`src/rtl/core/sliding_window_peak_counter_macros.svh`:
```
// Assertion macros used by the peak counter RTL.
`ifndef SLIDING_WINDOW_PEAK_COUNTER_MACROS_SVH
`define SLIDING_WINDOW_PEAK_COUNTER_MACROS_SVH

`ifndef SYNTHESIS
// Same-cycle implication, sampled on clk, off while in reset.
`define SWPC_ASSERT_IMP(lbl, ante, cons, msg) \
    lbl: assert property (@(posedge clk) disable iff (!rst_n) (ante) |-> (cons)) \
        else $error(msg);
// Next-cycle implication, sampled on clk, off while in reset.
`define SWPC_ASSERT_NXT(lbl, ante, cons, msg) \
    lbl: assert property (@(posedge clk) disable iff (!rst_n) (ante) |=> (cons)) \
        else $error(msg);
`else
`define SWPC_ASSERT_IMP(lbl, ante, cons, msg)
`define SWPC_ASSERT_NXT(lbl, ante, cons, msg)
`endif

`endif

```
`src/rtl/core/swpc_pkg.sv`:
```
// Constants and types of the sliding window peak counter.
package swpc_pkg;

    localparam int WINDOW_MAX = 1024;
    localparam int SAMPLE_W   = 32;
    localparam int MAX_LENGTH = 1048576;

    localparam int ADDR_W  = $clog2(WINDOW_MAX);
    localparam int POS_W   = $clog2(MAX_LENGTH) + 1;
    localparam int LEFT_W  = $clog2(MAX_LENGTH);
    localparam int CNT_W   = 10;
    localparam int LEN_W   = 11;
    localparam int SCORE_W = 10;
    localparam int START_W = 21;
    localparam int LEN_MIN = 3;

    // Write request into the flag memory
    typedef struct packed {
        logic              en;
        logic [ADDR_W-1:0] addr;
        logic              data;
    } flag_wr_t;

    // Read request into the flag memory
    typedef struct packed {
        logic              en;
        logic [ADDR_W-1:0] addr;
    } flag_rd_t;

endpackage

```
`src/rtl/core/swpc_flag_ram.sv`:
```
// Peak flag delay line: one-bit RAM, one write and one registered read port.
module swpc_flag_ram import swpc_pkg::*;
(
    input  logic     clk,
    input  flag_wr_t wr,
    input  flag_rd_t rd,
    output logic     rd_data
);

    logic mem [WINDOW_MAX];

    // Write port
    always_ff @(posedge clk)
    begin
        if (wr.en)
        begin
            mem[wr.addr] <= wr.data;
        end
    end

    // Read port, data held while no read is issued
    always_ff @(posedge clk)
    begin
        if (rd.en)
        begin
            rd_data <= mem[rd.addr];
        end
    end

endmodule

```
`config.mk`:
```
export PLATFORM = sky130hd
export DESIGN_NAME = swpc_flag_ram
export DESIGN_NICKNAME = d
export VERILOG_FILES = /design/src/rtl/core/sliding_window_peak_counter_macros.svh /design/src/rtl/core/swpc_pkg.sv /design/src/rtl/core/swpc_flag_ram.sv
export SDC_FILE = /design/constraint.sdc
export NUM_CORES = 1
export LEC_CHECK = 0
export BUFFER_PORTS_ARGS = -buffer_cell sky130_fd_sc_hd__buf_2
export CAP_MARGIN = 20
export CORE_MARGIN = 2
export CORE_UTILIZATION = 40
export CTS_BUF_LIST = sky130_fd_sc_hd__clkbuf_2
export CTS_CLUSTER_SIZE = 20
export DETAILED_ROUTE_END_ITERATION = 16
export PLACE_DENSITY_LB_ADDON = 0.1
export SYNTH_ARGS = -nofsm -noshare
export SYNTH_HDL_FRONTEND = slang
export SYNTH_SLANG_ARGS = --single-unit
```
`constraint.sdc`:
```
create_clock -name clk -period 3.47 [get_ports clk]
set_clock_uncertainty 0.1 [all_clocks]
set_input_delay 0.1735 -clock clk [delete_from_list [all_inputs] [get_ports clk]]
set_output_delay 0.1735 -clock clk [all_outputs]
set_load 0.02 [all_outputs]
```
==> reports/results.tsv <==
stage	metric	value	unit
layout	layout cells sized above 1	0.2543	
detailed_routing	metal3 WL	10550	um
worst_setup_path	crit start category	input pin	
worst_setup_path	critical path type	in2reg	
cts	clock buffer depth	4	
cts	CTS sink count	1025	
cts	CTS Buf Count	292	
floorplan	Initial Utilization	0.4036	
pwr	Max VDD drop	0.2671	mV
worst_setup_path	cells along the critical path	dlygate4sd3_1 -> buf_2 -> dlygate4sd3_1 -> nor2b_1 -> buf_4 -> nand3_1 -> dlygate4sd3_1 -> buf_4 -> dlygate4sd3_1 -> nor2_1 -> dlygate4sd3_1	
timing	Final Setup Violations	0	
cts	CTS tree	yes	
timing	Slew @ Worst Pin	1124	ps
logic_synthesis	Synth cell types	55	
worst_setup_path	CP Depth	11	
logic_synthesis	post-synthesis instance area	0.04467	sq mm
timing	final worst-path cycle share	0.9898	
logic_synthesis	Seq/Total Area, Yosys	0.6891	
logic_synthesis	Ys Warns	0	
global_route	initial antenna violation count	10	
placed_design	PortBufs	24	
global_route	GR Util All Layers	0.2497	
floorplan	row cnt	122	
timing	fin. max-slew vios	0	
cts	Max H-tree Level	5	
worst_setup_path	CP arrival	4560	ps
floorplan	Die Y	338.2	um
worst_setup_path	CP Launch Point	wr[6]	
worst_hold_path	Hold Path Cell Cnt	5	
layout	Layout fillers	10092	
placed_design	Place WS	92.85	ps
timing	Final Hold Viols	0	
detailed_routing	vias	28828	
placed_design	DP HPWL	77050	um
worst_setup_path	R2R Path Start	mem[27]	
pwr	Power Density	465.7	mW/mm^2
detailed_routing	M1 wire length	57920	um
floorplan	core area	0.1107	sq mm
detailed_routing	drt pass-1 iters	5	
timing	Period minus WS final	3435	ps
detailed_routing	final wirelength	142900	um
logic_synthesis	Post-Syn Instances	3112	
pwr	leak pwr	15.84	nW
global_route	first-pass GRT wire length	204600	um
global_route	largest net degree at the start of global routing	136	
cts	root buf cell	clkbuf_2	
cts	setup bufs post-CTS	0	
worst_setup_path	Req. time, crit path	4600	ps
worst_setup_path	worst stage delay on the critical path	750	ps
timing	Max-Slew Margin vs Limit	0.2493	
worst_setup_path	Worst R2R Path Depth	10	
run_status	status	finished clean	
detailed_routing	DRC errors left	0	
placed_design	placer congestion estimate	0.7986	
floorplan	Die Footprint	0.1144	sq mm
timing	Hold WS	179.5	ps
detailed_routing	routed len/inst	28.22	um
timing	setup ws final	35.39	ps
detailed_routing	Final ANT Viol Nets	0	
worst_setup_path	Worst path most repeated cell	dlygate4sd3_1	
logic_synthesis	post-synth top area cell	edfxtp_1	
logic_synthesis	register bit total from synthesis	1025	
cts	worst skew pair latency	1510	ps
timing	RSZ-0062 raised after global routing	false	
layout	area added between synthesis and finish	12.94	%
worst_setup_path	crit path capture type	flop	
detailed_routing	top routing layer in use	met5	
worst_setup_path	crit-path max FO	12	
worst_setup_path	Top delay family on crit path	buffers and inverters	
global_route	Overflow after GRT	0	
logic_synthesis	syn nets	3136	
logic_synthesis	synth top area cells	edfxtp_1, mux4_2, nor2_1, mux2i_1, clkbuf_1	
detailed_routing	metal2 WL	70680	um
logic_synthesis	top-area cell type share of the netlist area	0.6891	
floorplan	Ports	25	
worst_hold_path	Hold Path Class	in2reg	
logic_synthesis	Syn Area/Cell	14.35	sq um
timing	fmax	291.2	MHz
layout	Final nets	3423	
logic_synthesis	Post-synth ARST share	0	
logic_synthesis	Post-synth top flop	edfxtp_1	
worst_setup_path	CP bufs+invs	8	
detailed_routing	first-iteration detailed-routing DRC count	3259	
detailed_routing	via density per instance	5.694	
cts	clk slew on worst S/H paths	90	ps
worst_hold_path	HP Start	wr[8]	
floorplan	Chip Width	338.2	um
global_route	number of global-route vias before repair	29634	
logic_synthesis	Post-synth EDFFs	1025	
flow_run	max-cap violations	0	
timing	setup TNS	0	ps
worst_setup_path	Crit-path slowest cell	dlygate4sd3_1	
==> cell families (layout without fill, tap and decap cells) <==
logic type / count (synthesis) / in the layout / synth area share
compound gates: 178 / 178 / 0.02829
buf+inv: 309 / 768 / 0.03297
flops: 1025 / 1025 / 0.6891
mux: 340 / 340 / 0.1374
other cells: 0 / 4 / 0
simple gates: 1260 / 1260 / 0.1122
==> worst min-delay path, stage by stage <==
cell and delay (ps):
dlygate4sd3_1 590, buf_2 160, and3_1 290, nand2_1 270, nor2_1 80
==> metrics by stage <==
step,utilization,instance area (sq um),power (mW),std cells
after CTS,0.4552,50380,23.77,5060
after detailed placement,0.4278,47350,15.43,4525
final,0.4558,50450,23.49,5063
after global placement,0.4278,47350,15.41,4525
after global routing,0.4558,50440,24.52,5061
after floorplan,-,44670,14.69,3112
==> what timing repair did <==
item                                   4_1_cts  5_1_grt
endpoints found under the hold margin     2050        0
setup endpoints to repair                    0        4
hold buffers                                69        0
resized for setup                            0        8
==> registers in the layout (all words and copies together), names as in the netlist <==
| name | cells |
|---|---|
| mem | 1024 |
| rd_data | 1 |
==> where the power goes <==
| group | total, mW | internal, mW | switching [mW] |
|---|---|---|---|
| logic | 1.61 | 0.593 | 1.01 |
| clock network | 8.28 | 3.29 | 4.99 |
| registers | 13.6 | 13.6 | 0.00399 |
==> cell type report <==
type	instances	area, sq um	share of cell area
sequential	1025	30780	0.6101
clock inverter	51	247.7	0.004911
multi-input combinational	1778	12590	0.2495
tap	1488	1862	0.03691
inverter	6	22.52	0.0004465
clock buffer	415	2077	0.04117
antenna	4	10.01	0.0001984
timing repair buffer	296	2859	0.05667
==> worst paths after layout <==
kind / endpoint / slack, ps
worst min register to register: rd_data / 1220
worst min-delay path: mem[931] / 180
worst max-delay path: mem[807] / 40
worst max register to register: rd_data / 170
==> cells in the final DEF (no fill, tap or decap), drive strengths merged, types with 4 or more instances in the layout <==
cell type,netlist,routed
a2111oi,6,6
a211oi,4,4
a21oi,37,37
a22o,4,4
a22oi,17,17
a31oi,4,4
and2,6,6
and3,4,4
buf,114,231
clkbuf,189,415
clkinv,2,40
diode,0,4
dlygate4sd3,0,64
edfxtp,1025,1025
inv,4,15
mux2i,123,123
mux4,214,214
nand2,86,86
nand2b,8,8
nand3,37,37
nand4,10,10
nor2,1036,1036
nor2b,11,11
nor3,37,37
nor3b,8,8
nor4,5,5
o21ai,13,13
o221ai,49,49
o22ai,28,28
==> routing by layer <==
layer  vias up  track usage
li1      12224            -
met1     15136       0.3242
met2      1233       0.4177
met3       229      0.05340
met4         6      0.08175
met5         -            0
==> synthesized netlist by cell type, types with 2 or more instances <==
cell / number
nand4_1: 10
mux4_1: 14
a31oi_1: 4
o2111ai_1: 2
a22oi_1: 17
a21oi_1: 37
buf_2: 19
nor3_1: 37
clkbuf_4: 3
or3b_2: 2
o22ai_1: 28
inv_1: 3
o221ai_1: 49
a311oi_1: 3
buf_4: 13
a221oi_1: 2
a2111oi_0: 6
mux2i_1: 123
clkbuf_1: 186
nor2_1: 1036
o21ai_1: 2
clkinv_1: 2
buf_6: 18
mux2_2: 3
or2_2: 2
nand3_1: 37
and3_1: 4
nor3b_1: 8
edfxtp_1: 1025
buf_1: 57
a22o_1: 4
and2_1: 6
buf_12: 3
and3b_1: 3
a211oi_1: 4
nand2_1: 86
nor2b_1: 11
buf_8: 4
o31a_1: 2
mux4_2: 200
nand2b_1: 8
o21ai_0: 11
nor4_1: 5
and4_1: 2
No activity file was read; power rests on OpenSTA's default activity.
